### config.mk
export PLATFORM = sky130hd
export DESIGN_NAME = addressed_key_command_responder_unit
export DESIGN_NICKNAME = d
export VERILOG_FILES = /design/src/rtl/akcr_pkg.sv /design/src/rtl/akcr_front.sv /design/src/rtl/akcr_queue.sv /design/src/rtl/akcr_back.sv /design/src/rtl/addressed_key_command_responder_unit.sv
export SDC_FILE = /design/constraint.sdc
export NUM_CORES = 1
export LEC_CHECK = 0
export BUFFER_PORTS_ARGS = -buffer_cell sky130_fd_sc_hd__buf_4
export CORE_MARGIN = 5
export CORE_UTILIZATION = 23
export CTS_CLUSTER_DIAMETER = 120
export CTS_CLUSTER_SIZE = 25
export DETAILED_ROUTE_END_ITERATION = 10
export PLACE_DENSITY = 0.44
export SETUP_SLACK_MARGIN = 0.02
export SLEW_MARGIN = 30
export SYNTH_ARGS = -nofsm -noshare
export SYNTH_HDL_FRONTEND = slang
export SYNTH_HIERARCHICAL = 1
export SYNTH_SLANG_ARGS = --single-unit
### constraint.sdc
create_clock -name clk -period 3.2 [get_ports clk]
set_clock_uncertainty 0.15 [all_clocks]
set_input_delay 0.32 -clock clk [delete_from_list [all_inputs] [get_ports clk]]
set_output_delay 0.32 -clock clk [all_outputs]
set_load 0.01 [all_outputs]
### src/rtl/akcr_pkg.sv
package akcr_pkg;

    // Frame store geometry and key count.
    localparam int FRAME_DEPTH = 16;
    localparam int KEY_COUNT   = 8;
    localparam int IDX_W       = $clog2(FRAME_DEPTH);

    // Depth of the command queue between front and back.
    localparam int QUEUE_DEPTH = 2;
    localparam int QPTR_W      = $clog2(QUEUE_DEPTH);
    localparam int QCNT_W      = $clog2(QUEUE_DEPTH + 1);

    // Configuration port.
    localparam int PADDR_W = 3;
    localparam logic REG_IDX_BOARD_ADDR = 1'b0;

    // Frame bytes and codes.
    localparam logic [7:0] START_CMD          = 8'hFA;
    localparam logic [7:0] END_MARK           = 8'hFF;
    localparam logic [7:0] START_DRIVE_REPLY  = 8'hFB;
    localparam logic [7:0] START_STATUS_REPLY = 8'hFC;
    localparam logic [7:0] DRIVE_TOP          = 8'h80;
    localparam logic [7:0] CMD_DRIVE          = 8'h01;
    localparam logic [7:0] CMD_STATUS         = 8'h02;
    localparam logic [7:0] KEY_LIMIT          = 8'(KEY_COUNT);
    localparam logic [7:0] KEY_MASK           = 8'((16'd1 << KEY_COUNT) - 16'd1);

    // Positions of the bytes within a reply.
    localparam logic [2:0] POS_START = 3'd0;
    localparam logic [2:0] POS_ADDR  = 3'd1;
    localparam logic [2:0] POS_CMD   = 3'd2;
    localparam logic [2:0] POS_KEY   = 3'd3;
    localparam logic [2:0] POS_LEVEL = 3'd4;
    localparam logic [2:0] POS_END   = 3'd5;

    typedef struct packed {
        logic       req_type;
        logic [7:0] rx_byte;
        logic [7:0] key_levels;
    } akcr_in_t;

    typedef struct packed {
        logic [7:0] tx_byte;
        logic       tx_last;
        logic [7:0] drive_word;
        logic       drive_strobe;
    } akcr_out_t;

    // One accepted command, as the back end needs it.
    typedef struct packed {
        logic       is_drive;
        logic [7:0] addr;
        logic [7:0] key;
        logic [7:0] level;
    } akcr_cmd_t;

    typedef struct packed {
        logic      push;
        akcr_cmd_t cmd;
    } akcr_push_t;

    typedef struct packed {
        logic      valid;
        akcr_cmd_t cmd;
    } akcr_head_t;

endpackage

### src/rtl/akcr_front.sv
module akcr_front
    import akcr_pkg::*;
(
    input  logic       clk,
    input  logic       rst_n,
    input  logic [3:0] board_address,
    input  logic       accept,
    input  akcr_in_t   item,
    output akcr_push_t push_out
);

    logic [7:0]       store_reg [FRAME_DEPTH];
    logic [IDX_W-1:0] write_index_reg;
    logic [IDX_W-1:0] write_index_next;
    logic             frame_ok;
    logic             key_ok;

    // Write index wraps at the end of the store and restarts on each frame gap.
    always_comb
    begin
        write_index_next = write_index_reg;
        if (accept)
        begin
            if (item.req_type)
                write_index_next = '0;
            else if (write_index_reg == IDX_W'(FRAME_DEPTH - 1))
                write_index_next = '0;
            else
                write_index_next = write_index_reg + 1'b1;
        end
    end

    always_ff @(posedge clk or negedge rst_n)
    begin
        if (!rst_n)
        begin
            write_index_reg <= '0;
            for (int i = 0; i < FRAME_DEPTH; i++)
                store_reg[i] <= '0;
        end
        else
        begin
            write_index_reg <= write_index_next;
            if (accept && !item.req_type)
                store_reg[write_index_reg] <= item.rx_byte;
        end
    end

    // Check the frame header and trailer and classify the command.
    assign frame_ok = (store_reg[0] == START_CMD) &&
                      (store_reg[1] == {4'b0, board_address}) &&
                      (store_reg[4] == END_MARK);
    assign key_ok   = (store_reg[3] < KEY_LIMIT);

    always_comb
    begin
        push_out.cmd.addr     = store_reg[1];
        push_out.cmd.is_drive = (store_reg[2] == CMD_DRIVE);
        push_out.push         = 1'b0;
        if (store_reg[2] == CMD_DRIVE)
        begin
            push_out.cmd.key   = store_reg[3];
            push_out.cmd.level = {7'b0, item.key_levels[store_reg[3][2:0]]};
        end
        else
        begin
            push_out.cmd.key   = '0;
            push_out.cmd.level = item.key_levels & KEY_MASK;
        end
        if (accept && item.req_type && frame_ok)
        begin
            if (store_reg[2] == CMD_DRIVE)
                push_out.push = key_ok;
            else if (store_reg[2] == CMD_STATUS)
                push_out.push = 1'b1;
        end
    end

endmodule

### src/rtl/akcr_queue.sv
module akcr_queue
    import akcr_pkg::*;
(
    input  logic       clk,
    input  logic       rst_n,
    input  akcr_push_t push_in,
    input  logic       pop,
    output akcr_head_t head,
    output logic       full
);

    akcr_cmd_t         entry_reg [QUEUE_DEPTH];
    logic [QPTR_W-1:0] wr_ptr_reg;
    logic [QPTR_W-1:0] rd_ptr_reg;
    logic [QCNT_W-1:0] count_reg;
    logic              do_push;
    logic              do_pop;

    assign full    = (count_reg == QCNT_W'(QUEUE_DEPTH));
    assign do_push = push_in.push && !full;
    assign do_pop  = pop && (count_reg != '0);

    assign head.valid = (count_reg != '0);
    assign head.cmd   = entry_reg[rd_ptr_reg];

    // Pointer and occupancy bookkeeping.
    always_ff @(posedge clk or negedge rst_n)
    begin
        if (!rst_n)
        begin
            wr_ptr_reg <= '0;
            rd_ptr_reg <= '0;
            count_reg  <= '0;
        end
        else
        begin
            if (do_push)
                wr_ptr_reg <= (wr_ptr_reg == QPTR_W'(QUEUE_DEPTH - 1)) ?
                              '0 : wr_ptr_reg + 1'b1;
            if (do_pop)
                rd_ptr_reg <= (rd_ptr_reg == QPTR_W'(QUEUE_DEPTH - 1)) ?
                              '0 : rd_ptr_reg + 1'b1;
            if (do_push && !do_pop)
                count_reg <= count_reg + 1'b1;
            else if (do_pop && !do_push)
                count_reg <= count_reg - 1'b1;
        end
    end

    // Entry storage.
    always_ff @(posedge clk)
    begin
        if (do_push)
            entry_reg[wr_ptr_reg] <= push_in.cmd;
    end

endmodule

### src/rtl/akcr_back.sv
module akcr_back
    import akcr_pkg::*;
(
    input  logic       clk,
    input  logic       rst_n,
    input  akcr_head_t head,
    output logic       pop,
    output logic       out_valid,
    input  logic       out_stall,
    output akcr_out_t  out_item
);

    logic       out_valid_reg;
    akcr_out_t  out_item_reg;
    logic [2:0] pos_reg;
    logic [2:0] pos_next;
    logic       load;
    akcr_out_t  item_next;

    // The output register takes a new byte when it is empty or being taken.
    assign load = head.valid && (!out_valid_reg || !out_stall);
    assign pop  = load && (pos_reg == POS_END);

    always_comb
    begin
        pos_next = pos_reg;
        if (load)
            pos_next = (pos_reg == POS_END) ? POS_START : pos_reg + 1'b1;
    end

    // Build the reply byte at the current position.
    always_comb
    begin
        item_next.tx_last      = (pos_reg == POS_END);
        item_next.drive_strobe = head.cmd.is_drive && (pos_reg == POS_START);
        item_next.drive_word   = head.cmd.is_drive ?
                                 (DRIVE_TOP >> head.cmd.key[2:0]) : '0;
        case (pos_reg)
            POS_START: item_next.tx_byte = head.cmd.is_drive ?
                                           START_DRIVE_REPLY : START_STATUS_REPLY;
            POS_ADDR:  item_next.tx_byte = head.cmd.addr;
            POS_CMD:   item_next.tx_byte = head.cmd.is_drive ? CMD_DRIVE : '0;
            POS_KEY:   item_next.tx_byte = head.cmd.key;
            POS_LEVEL: item_next.tx_byte = head.cmd.level;
            POS_END:   item_next.tx_byte = END_MARK;
            default:   item_next.tx_byte = END_MARK;
        endcase
    end

    always_ff @(posedge clk or negedge rst_n)
    begin
        if (!rst_n)
        begin
            out_valid_reg <= 1'b0;
            pos_reg       <= POS_START;
        end
        else
        begin
            pos_reg <= pos_next;
            if (load)
                out_valid_reg <= 1'b1;
            else if (!out_stall)
                out_valid_reg <= 1'b0;
        end
    end

    always_ff @(posedge clk)
    begin
        if (load)
            out_item_reg <= item_next;
    end

    assign out_valid = out_valid_reg;
    assign out_item  = out_item_reg;

endmodule

### src/rtl/addressed_key_command_responder_unit.sv
// Addressed key command responder.
// Input channel (in_valid, in_stall, in_item): one item per received byte, or a
// frame gap item that ends the frame. An item is taken when in_valid is high and
// in_stall is low. Byte items are stored in a wrapping frame store; a frame gap
// item checks start, board address and end mark and queues a command.
// Output channel (out_valid, out_stall, out_item): a valid command produces six
// reply bytes, the last marked by tx_last; a drive command also carries the
// one-hot drive word, with drive_strobe on its first byte.
// Throughput: one input item per cycle unless in_stall. The back end serializer
// sets the reply rate: one byte per cycle unless out_stall. A taken frame gap
// item's command is queued, then its first byte fills the output register.
// in_stall rises only when the two-entry command queue is full, so a receiver
// that stalls the output eventually holds up the input.
// Reset clears the frame store to zero, the write index, the board address and
// the queue. board_address is written over the APB port at byte address 0.
module addressed_key_command_responder_unit
    import akcr_pkg::*;
(
    input  logic               clk,
    input  logic               rst_n,
    input  logic               in_valid,
    output logic               in_stall,
    input  akcr_in_t           in_item,
    output logic               out_valid,
    input  logic               out_stall,
    output akcr_out_t          out_item,
    input  logic               psel,
    input  logic               penable,
    input  logic               pwrite,
    input  logic [PADDR_W-1:0] paddr,
    input  logic [31:0]        pwdata,
    output logic [31:0]        prdata,
    output logic               pready
);

    logic [3:0] board_address_reg;
    logic       accept;
    logic       queue_full;
    logic       pop;
    akcr_push_t push;
    akcr_head_t head;

    // Configuration register.
    assign pready = 1'b1;
    assign prdata = (paddr[2] == REG_IDX_BOARD_ADDR) ? {28'b0, board_address_reg} : '0;

    always_ff @(posedge clk or negedge rst_n)
    begin
        if (!rst_n)
            board_address_reg <= '0;
        else if (psel && penable && pwrite && pready && (paddr[2] == REG_IDX_BOARD_ADDR))
            board_address_reg <= pwdata[3:0];
    end

    // Input handshake.
    assign in_stall = queue_full;
    assign accept   = in_valid && !in_stall;

    akcr_front u_front (
        .clk           (clk),
        .rst_n         (rst_n),
        .board_address (board_address_reg),
        .accept        (accept),
        .item          (in_item),
        .push_out      (push)
    );

    akcr_queue u_queue (
        .clk     (clk),
        .rst_n   (rst_n),
        .push_in (push),
        .pop     (pop),
        .head    (head),
        .full    (queue_full)
    );

    akcr_back u_back (
        .clk       (clk),
        .rst_n     (rst_n),
        .head      (head),
        .pop       (pop),
        .out_valid (out_valid),
        .out_stall (out_stall),
        .out_item  (out_item)
    );

endmodule
==> impl_metrics.toml, run 1 <==
[synth]
synth_edf_count = 68
netlist-cell-type-count = 62
synth-main-ff-cell = "edfxtp_1"
yosys_warnings = 6
ys_ff_latch = 124
synthCells = 401
synth.yosys.seq_area_share_pct = 59.6
syn_avg_cell_area_um2 = 14.4
syn-cell-area_um2 = 5780
async_reset_ff_share_pct = 45.2

[clocking]
cts.sinks = 124
clk_latency_ns = 0.41
cts-resized-gates = 0
htree_levels = 4
path_clk_slew_ns = 0.06
clockRootBuffer = "clkbuf_16"
cts_max_path_buffers = 2
cts_buffers = 17
tritoncts = "yes"

[worst_setup_path]
worstSetupStartpointType = "flop"
critical_path.top_delay_family = "simple AND/OR/NAND/NOR gates"
critPathCaptureType = "flop"
worst-setup-path-type = "flop to flop"
arrival_ns = 2.94
cpMostUsedCell = "inv_1"
crit_cells = 11
cp.required_ns = 3.39
crit_path_max_incr_delay_ns = 0.41
r2r_cells = 11
cp_slowest_cell = "or4bb_1"
path_cells = "nand2b_1 -> inv_1 -> nor2b_1 -> or4bb_1 -> nor4_1 -> and4_1 -> nand2_1 -> inv_1 -> ha_1 -> nor2_1 -> xor2_1"
path_max_fanout = 4
path_buf_inv = 2

[worst_hold_path]
holdPathStages = 2
hp-class = "input pin to flop"

[timing]
setup_violations = 0
tightestPinTransition_ns = 0.724
finalCriticalPeriod_ns = 2.75
setup_tns_ns = 0
post-route-period-util_pct = 85.9
timing.fmax_mhz = 364
hold_viol_final = 0
holdWs_ns = 0.0426
rsz0062_at_grt = "false"
slew_violations = 0
relSlewSlack_pct = 51.7

[detailed_routing]
route.detailed.drc = 0
highest_layer = "met4"
wl_per_cell_um = 14.4
initialDrtViolationCount = 91
avgViaCountPerCell = 3.93
postRouteAntennaNets = 0
firstDrtPassIters = 4
routed-wl-met3_um = 623
drt-met1-wl_um = 5510
dr_wl_met2_um = 5400
wirelength_um = 11700
vias = 3177

[die]
start_util_pct = 23.1
io_pins = 112
core-area_um2 = 25000
die-area_um2 = 28400
num_rows = 58
die_height_um = 168
fp.dieW_um = 168

[power_and_ir_drop]
pwr-share-comb_pct = 12.6
peakVddDrop_mv = 0.367
p_switching_mw = 1.16
sw_frac_of_total_pct = 25.1
internal_power_mw = 3.45
power_density_nw_per_um2 = 655
seqPwrFrac_pct = 47.7
clkPwrFrac_pct = 39.8
leakagePower_nw = 2.87

[global_route]
grt-ovfl-total = 0
grt_usage_pct = 8.72
grt_pass1_wl_um = 19200
antenna_found_initial = 0
grt_pass1_vias = 3451
grt_max_degree = 57

[finish]
nets = 531
n_antenna_cell = 0
synthToLayoutAreaGrowth_pct = 21.6
n_fill_cell = 2550
largest_reg_flops = 50
drive_gt1_share_pct = 36.3

[job]
drv_cap = 0

[place]
post-dp-hpwl_um = 8290
io_buffers = 52
place.gp.congestion = 0.710

[run_status]
outcome = "completed"
## cell usage in the layout, fill, tap and decap left out, types with 2 or more instances in the layout
cell type      netlist  final
dlygate4sd3_1        0      7
nand2_1             12     12
dfrtp_1             56     56
edfxtp_1            68     68
o21ai_0              8      8
and2b_2              4      4
a22oi_1              5      5
a31oi_1              2      2
clkinv_4             0      3
conb_1               2     29
nor3b_1              2      2
nand3_1              8      8
inv_1                8      8
nor2_1              17     16
clkinv_2             0      4
clkbuf_16            0     19
xnor2_1              8      8
nand2b_1             7      7
buf_4               42     58
nand4_1              3      3
nor3_1               3      3
nor2b_1              9      9
ha_1                 6      6
a21oi_1              5      5
o22ai_1              2      2
and2_1              11     11
buf_12               2      2
nor4_1               3      3
mux2_2              41     41
inv_6                0      3
xor2_1               3      3
mux2_4              27     27
## layout make-up
| cell class | count | area (um2) | share of cell area [%] |
|---|---|---|---|
| Clock buffer | 21 | 493 | 7.02 |
| Clock inverter | 11 | 78.8 | 1.12 |
| Inverter | 9 | 33.8 | 0.481 |
| Multi-Input combinational cell | 247 | 2020 | 28.7 |
| Sequential cell | 124 | 3440 | 49.0 |
| Tap cell | 330 | 413 | 5.88 |
| Timing Repair Buffer | 67 | 546 | 7.76 |
## timing repair
item | in CTS | in global routing
buffers inserted | 0 | 0
hold buffers | 7 | 0
hold endpoints to repair | 63 | 0
## layer usage
layer,global-route usage [%],vias to the layer above
met5,0,-
met4,2.96,0
met3,2.94,12
met2,13.2,79
met1,11.7,1571
li1,-,1515
## through the flow
step | setup slack (ns) | power, mW | instances | instance area, um2 | util, %
global placement | 0.397 | 2.78 | 770 | 6380 | 25.6
CTS | 0.359 | 4.68 | 809 | 7030 | 28.1
detailed placement | 0.377 | 2.81 | 770 | 6380 | 25.6
finish | 0.453 | 4.60 | 809 | 7030 | 28.1
global route | 0.157 | 4.85 | 809 | 7030 | 28.1
floorplan | 0.301 | 2.69 | 428 | 5880 | -
## final timing paths
check / from / slack, ns / endpoint
worst max-delay path: u_queue/count_reg[0] / 0.45 / u_queue/count_reg[1]
worst min-delay path: in_item[8] / 0.04 / u_front/store_reg[88]
worst max register to register: u_queue/count_reg[0] / 0.45 / u_queue/count_reg[1]
worst min register to register: u_queue/count_reg[1] / 0.35 / u_queue/count_reg[1]
max in group asynchronous: rst_n / 2.06 / u_back/pos_reg[2]
min in group asynchronous: rst_n / 0.35 / u_front/write_index_reg[3]
## cells in the mapped netlist (2+ instances only)
cell	number	area share [%]
nor2b_1	9	0.97
nand2b_1	7	0.76
buf_12	2	0.69
xor2_1	3	0.45
buf_4	42	5.5
and2b_2	4	0.61
o22ai_1	2	0.22
edfxtp_1	68	35
clkbuf_1	2	0.13
mux2_2	41	8.0
nand2_1	12	0.78
nand3_1	8	0.69
nor3b_1	2	0.26
dfrtp_1	56	24
nand4_1	3	0.32
a22oi_1	5	0.65
conb_1	2	0.13
o21ai_0	8	0.69
nor4_1	3	0.32
mux2_4	27	7.0
inv_1	8	0.52
buf_6	2	0.39
nor2_1	17	1.1
a21oi_1	5	0.43
xnor2_1	8	1.2
ha_1	6	1.3
nor3_1	3	0.26
a31oi_1	2	0.22
and2_1	11	1.2
## worst reg2reg max path: cells and delay by family, from the launching register on
| kind | cells | cell delay, ns |
|---|---|---|
| XOR/XNOR | 1 | 0.15 |
| adder cells (fa/ha/maj) | 1 | 0.24 |
| buffers and inverters | 2 | 0.15 |
| flip-flops | 1 | 0.40 |
| AND/OR/NAND/NOR | 7 | 1.58 |
## power groups by stage
stage	sequential [mW]	combinational (mW)	clock (mW)
2_1_floorplan	2.14	0.551	0
3_3_place_gp	2.21	0.565	0
3_5_place_dp	2.23	0.579	0
4_1_cts	2.20	0.588	1.89
5_1_grt	2.24	0.644	1.97
6_report	2.20	0.578	1.83
## cells by family after synthesis
family / count (synthesis) / share of synthesized area, %
buffers and inverters: 57 / 7.26
and+or+nand+nor: 95 / 10.1
xor gates and xnor gates: 11 / 1.67
muxes: 71 / 15.8
other: 2 / 0.130
DFF: 124 / 59.6
AOI/OAI and AO/OA: 34 / 4.03
adders and majority gates: 7 / 1.49
Power figures use the tool's default switching activity.
==> inputs of run 2 (changes only) <==
CORE_UTILIZATION = 30   (was 23)
PLACE_DENSITY = 0.53   (was 0.44)
==> run 2 against run 1 <==
  * Cell area shrank 1.9%
  * Largest power group unchanged
  * Utilization grew 8.5 points
  * Register-to-register slack lost 0.05 ns
  * Via count is 1.2% higher
  * Sequential share of layout area rose by 0.93 points
  * Sequential power is essentially flat
  * Die area is 22% lower
  * Clock-buffer cell count rose by 1
  * Fmax is 1.9% lower
  * Worst setup slack worse by 0.053 ns
==> impl_metrics.toml, run 2 (same netlist as run 1, synthesis figures left out) <==
[run_status]
outcome = "completed"

[timing]
relSlewSlack_pct = 51.9
finalCriticalPeriod_ns = 2.80
tightestPinTransition_ns = 0.721
hold_viol_final = 0
post-route-period-util_pct = 87.5
slew_violations = 0
worst_slack_ns = 0.400
setup_tns_ns = 0
rsz0062_at_grt = "false"
setup_violations = 0
timing.fmax_mhz = 357

[worst_setup_path]
cp.required_ns = 3.33
r2r_cells = 12
reg2reg_from = "u_queue/count_reg[0]"
timing.rr.end = "u_queue/count_reg[1]"
rrSetupSlack_ns = 0.40
worstSetupStartpointType = "flop"
arrival_ns = 2.93
path_max_fanout = 4
worst-setup-path-type = "flop to flop"
critPathCaptureType = "flop"

[clocking]
path_clk_slew_ns = 0.05
cts_max_path_buffers = 2
cts_setup_buffers = 0
clockRootBuffer = "clkbuf_16"
cts.sinks = 124
tritoncts = "yes"
cts_buffers = 17
htree_levels = 4
clk_latency_ns = 0.41

[place]
dp.cells = 698
post-dp-hpwl_um = 7740
io_buffers = 52
place.gp.congestion = 0.741
dpl_cell_area_um2 = 6280
place_ws_ns = 0.374

[detailed_routing]
wl_per_cell_um = 15.0
firstDrtPassIters = 4
drt-met1-wl_um = 4960
routed-wl-met3_um = 703
highest_layer = "met4"
route.detailed.drc = 0
avgViaCountPerCell = 4.36
wirelength_um = 11000
initialDrtViolationCount = 107
dr_wl_met2_um = 5240
postRouteAntennaNets = 0
vias = 3215

[global_route]
grt_pass1_vias = 3388
antenna_found_initial = 0
grt-ovfl-total = 0
grt_pass1_wl_um = 18100
grt_max_degree = 57
grt_usage_pct = 10.6

[worst_hold_path]
holdPathEnd = "u_front/store_reg[107]"
hold_start = "in_item[11]"
holdPathStages = 2
hp-class = "input pin to flop"

[die]
die-area_um2 = 22100
core-area_um2 = 18800
io_pins = 112
fp.dieW_um = 149
start_util_pct = 30.7
die_height_um = 149
num_rows = 50

[finish]
n_antenna_cell = 0
final_cells = 737
mostFrequentLayoutCells = "edfxtp_1 (68), dfrtp_1 (56), buf_4 (56)"
design_area_um2 = 6890
synthToLayoutAreaGrowth_pct = 19.3
final_common_cell = "edfxtp_1"
n_fill_cell = 1824
largest_reg_flops = 50
drive_gt1_share_pct = 34.2
nets = 529

[job]
drv_cap = 0

[power_and_ir_drop]
leakagePower_nw = 2.82
peakVddDrop_mv = 0.367
power_density_nw_per_um2 = 659
==> run 2: cell count changes in the layout (fill, tap and decap cells not counted), sizes merged <==
cell,delta
buf,-2
bufinv,+2
clkbuf,+1
clkinv,-1
clkinvlp,+2
inv,-4
==> run 2: worst max path at each step <==
stage / startpoint / to / slack (ns)
2_1_floorplan: u_queue/count_reg[0] / u_queue/entry_reg[0][0] / 0.30
3_3_place_gp: u_queue/count_reg[0] / u_queue/count_reg[1] / 0.45
3_5_place_dp: u_queue/count_reg[0] / u_queue/count_reg[1] / 0.37
4_1_cts: u_queue/count_reg[0] / u_queue/count_reg[1] / 0.35
5_1_grt: u_queue/count_reg[0] / u_queue/count_reg[1] / 0.11
6_report: u_queue/count_reg[0] / u_queue/count_reg[1] / 0.40
==> run 2: cell type report <==
type                       instances  area, um2  share of cell area, %
sequential                       124       3440                   49.9
timing repair buffer              65        531                   7.70
inverter                           9       33.8                  0.490
clock buffer                      22        444                   6.44
multi-input combinational        247       2020                   29.3
tap                              260        325                   4.72
clock inverter                    10       98.8                   1.43
==> run 2: metrics by stage <==
step                power [mW]  utilization [%]  hold slack, ns
CTS                       4.60             36.6          0.0150
global route              4.77             36.6          0.0273
global placement          2.77             33.4           0.264
finish                    4.55             36.6          0.0324
floorplan                 2.69                -          -0.126
detailed placement        2.81             33.4           0.278
==> run 2: what timing repair did <==
item                                   CTS  global route
hold buffers                             7             0
endpoints found under the hold margin   63             0
resized for setup                        0             0
==> run 2: layer usage <==
layer,vias to the layer above,GRT usage [%]
li1,1519,-
met1,1596,13.5
met2,90,16.5
met3,10,4.13
met4,0,3.57
met5,-,0
==> run 2: power breakdown <==
part | internal [mW] | switching [mW]
logic | 0.359 | 0.223
clock network | 1.13 | 0.635
registers | 1.98 | 0.219
total | 3.47 | 1.08
==> run 2: critical path, stage by stage (launching register included) <==
cell and delay [ns]:
dfrtp_1 0.41, nand2b_1 0.19, inv_1 0.07, nor2b_1 0.25, or4bb_1 0.42, nor4_1 0.16
and4_1 0.29, nand2_1 0.13, inv_1 0.08, ha_1 0.15, xor2_1 0.17, nor2_1 0.07
xor2_1 0.14
==> inputs of run 3 (changes only) <==
ABC_AREA = 1   (was default)
CAP_MARGIN = 15   (was default)
==> run 3 against run 2 <==
  * Non-clock buffer count down 3
  * Register-to-register slack gained 0.34 ns
  * Die area is 2.7% higher
  * Sequential power is 4% lower
  * Largest power group unchanged
  * Highest routed layer unchanged
  * Area after synthesis is 2.9% higher
  * Fmax up 14%
  * Critical path type unchanged
  * Hold slack improved by 0.046 ns
  * Clock power up 18%
  * Flip-flop and latch count stayed put
==> impl_metrics.toml, run 3 <==
[synth]
yosys_warnings = 6
synthCells = 632
synth.yosys.seq_area_share_pct = 57.9
netlist-cell-type-count = 33
async_reset_ff_share_pct = 45.2
ys_top_cells_by_count = "nand2_1 (190), edfxtp_1 (68), inv_1 (68), nor2_1 (64), dfrtp_1 (56)"
synth-main-ff-cell = "edfxtp_1"
ys_ff_latch = 124
syn_avg_cell_area_um2 = 9.40
synth_edf_count = 68
syn-cell-area_um2 = 5940
netlist.area_leader.share_pct = 34.4
yosysMostFrequentCell = "nand2_1"
ys_top_cells_by_area = "edfxtp_1 (34%), dfrtp_1 (24%), nand2_1 (12%)"
synth_area_leader_cell = "edfxtp_1"

[worst_setup_path]
arrival_ns = 2.39
worstSetupStartpointType = "flop"
path_max_fanout = 25
worst-setup-path-type = "flop to flop"
cp.required_ns = 3.13
critPathCaptureType = "flop"

[place]
dpl_cell_area_um2 = 6420
dp.cells = 930
post-dp-hpwl_um = 8110
io_buffers = 52
place_ws_ns = 0.727
place.gp.congestion = 0.758

[timing]
finalCriticalPeriod_ns = 2.46
post-route-period-util_pct = 77.0
hold_viol_final = 0
relSlewSlack_pct = 50.9
setup_violations = 0
setup_tns_ns = 0
slew_violations = 0
timing.fmax_mhz = 406
holdWs_ns = 0.0789
tightestPinTransition_ns = 0.737
worst_slack_ns = 0.735
rsz0062_at_grt = "false"

[finish]
n_antenna_cell = 0
n_fill_cell = 1998
largest_reg_flops = 50
design_area_um2 = 7120
synthToLayoutAreaGrowth_pct = 19.8
postLayoutCoreUtil_pct = 36.6
mostFrequentLayoutCells = "nand2_1 (190), inv_1 (68), edfxtp_1 (68)"
drive_gt1_share_pct = 16.6
nets = 755
final_common_cell = "nand2_1"
final_cells = 968

[clocking]
htree_levels = 4
cts_buffers = 17
path_clk_slew_ns = 0.06
cts-resized-gates = 0
cts.sinks = 124
cts_setup_buffers = 0
cts_max_path_buffers = 2
clockRootBuffer = "clkbuf_16"
tritoncts = "yes"
clk_latency_ns = 0.42

[die]
start_util_pct = 30.5
die-area_um2 = 22700
io_pins = 112
core-area_um2 = 19500
num_rows = 51
fp.dieW_um = 151
die_height_um = 151

[global_route]
grt_usage_pct = 10.8
grt_pass1_vias = 3709
grt_pass1_wl_um = 18900
antenna_found_initial = 0
grt-ovfl-total = 0
grt_max_degree = 57

[power_and_ir_drop]
finalPower_mw = 4.76
sw_frac_of_total_pct = 24.9
leakagePower_nw = 3.15
p_switching_mw = 1.19
power_density_nw_per_um2 = 669
pwr-share-comb_pct = 12.2
peakVddDrop_mv = 0.412
internal_power_mw = 3.58
clkPwrFrac_pct = 43.4
seqPwrFrac_pct = 44.4

[detailed_routing]
highest_layer = "met4"
routed-wl-met3_um = 524
route.detailed.drc = 0
postRouteAntennaNets = 0
wirelength_um = 11500
dr_wl_met2_um = 5550
wl_per_cell_um = 11.8
avgViaCountPerCell = 4.01
vias = 3881
initialDrtViolationCount = 220
firstDrtPassIters = 4
drt-met1-wl_um = 5250

[job]
drv_cap = 0

[run_status]
outcome = "completed"

[worst_hold_path]
hp-class = "input pin to flop"
-- run 3: changes by cell type after synthesis, moves of 6 or more --
| cell | delta |
|---|---|
| nor2_1 | +47 |
| xnor2_1 | -6 |
| and2_1 | -11 |
| a21oi_1 | +6 |
| nor2b_1 | -9 |
| nand2b_1 | -7 |
| inv_1 | +60 |
| o21ai_1 | +32 |
| mux2_2 | -41 |
| nand3_1 | +18 |
| mux2_4 | -27 |
| nand2_1 | +178 |
-- run 3: final cells by class --
| cell class | instances | area (um2) | area share, % |
|---|---|---|---|
| Multi-Input combinational cell | 410 | 1940 | 27.3 |
| Inverter | 75 | 284 | 3.99 |
| Timing Repair Buffer | 62 | 480 | 6.75 |
| Clock inverter | 12 | 194 | 2.72 |
| Tap cell | 265 | 332 | 4.66 |
| Sequential cell | 124 | 3440 | 48.4 |
| Clock buffer | 20 | 447 | 6.27 |
-- run 3: worst paths after layout --
path / endpoint / slack (ns) / depth (start not counted) / start
setup / recovery: u_queue/entry_reg[0][1] / 0.74 / 15 / u_queue/count_reg[1]
hold / removal: board_address_reg[3] / 0.08 / 4 / paddr[2]
setup reg to reg: u_queue/entry_reg[0][1] / 0.74 / 15 / u_queue/count_reg[1]
hold reg to reg: u_queue/count_reg[1] / 0.33 / 2 / u_queue/count_reg[1]
max in group asynchronous: u_front/store_reg[101] / 2.06 / 2 / rst_n
min in group asynchronous: u_front/write_index_reg[0] / 0.35 / 2 / rst_n
-- run 3: power by group through the flow --
stage	logic, mW	registers [mW]	clock network (mW)
2_1_floorplan	0.524	2.09	0
3_3_place_gp	0.572	2.14	0
3_5_place_dp	0.583	2.14	0
4_1_cts	0.592	2.12	2.11
5_1_grt	0.682	2.15	2.19
6_report	0.580	2.11	2.07
-- run 3: per-layer routing --
metal	vias up	track usage, %
li1	2067	-
met1	1739	14.4
met2	66	16.9
met3	9	2.74
met4	0	4.22
met5	-	0
-- run 3: cells by family (layout without fill, tap and decap cells) --
| logic type | after synthesis | count (layout) | synth area share [%] |
|---|---|---|---|
| AND/OR/NAND/NOR | 314 | 314 | 23.7 |
| buffers and inverters | 125 | 169 | 11.1 |
| flip-flops | 124 | 124 | 57.9 |
| AO/OA/AOI/OAI | 56 | 56 | 5.07 |
| adder cells (fa/ha/maj) | 6 | 6 | 1.26 |
| XOR/XNOR | 5 | 5 | 0.737 |
| other | 2 | 29 | 0.126 |
-- run 3: repair_timing --
item / in CTS / in global routing
hold buffers: 6 / 0
endpoints found under the setup margin: 0 / 0
endpoints found under the hold margin: 61 / 0
-- run 3: worst max-delay path: stages, from the launching register on --
cell and delay, ns:
dfrtp_1 0.37, inv_1 0.13, nor2_2 0.10, nor2_1 0.11, buf_4 0.14, nand2_1 0.08
inv_1 0.06, nand2_1 0.04, nor2_1 0.07, nand3_1 0.08, nor2_1 0.17, inv_1 0.09
nor2_4 0.12, nand2_2 0.05, inv_1 0.05, buf_4 0.31
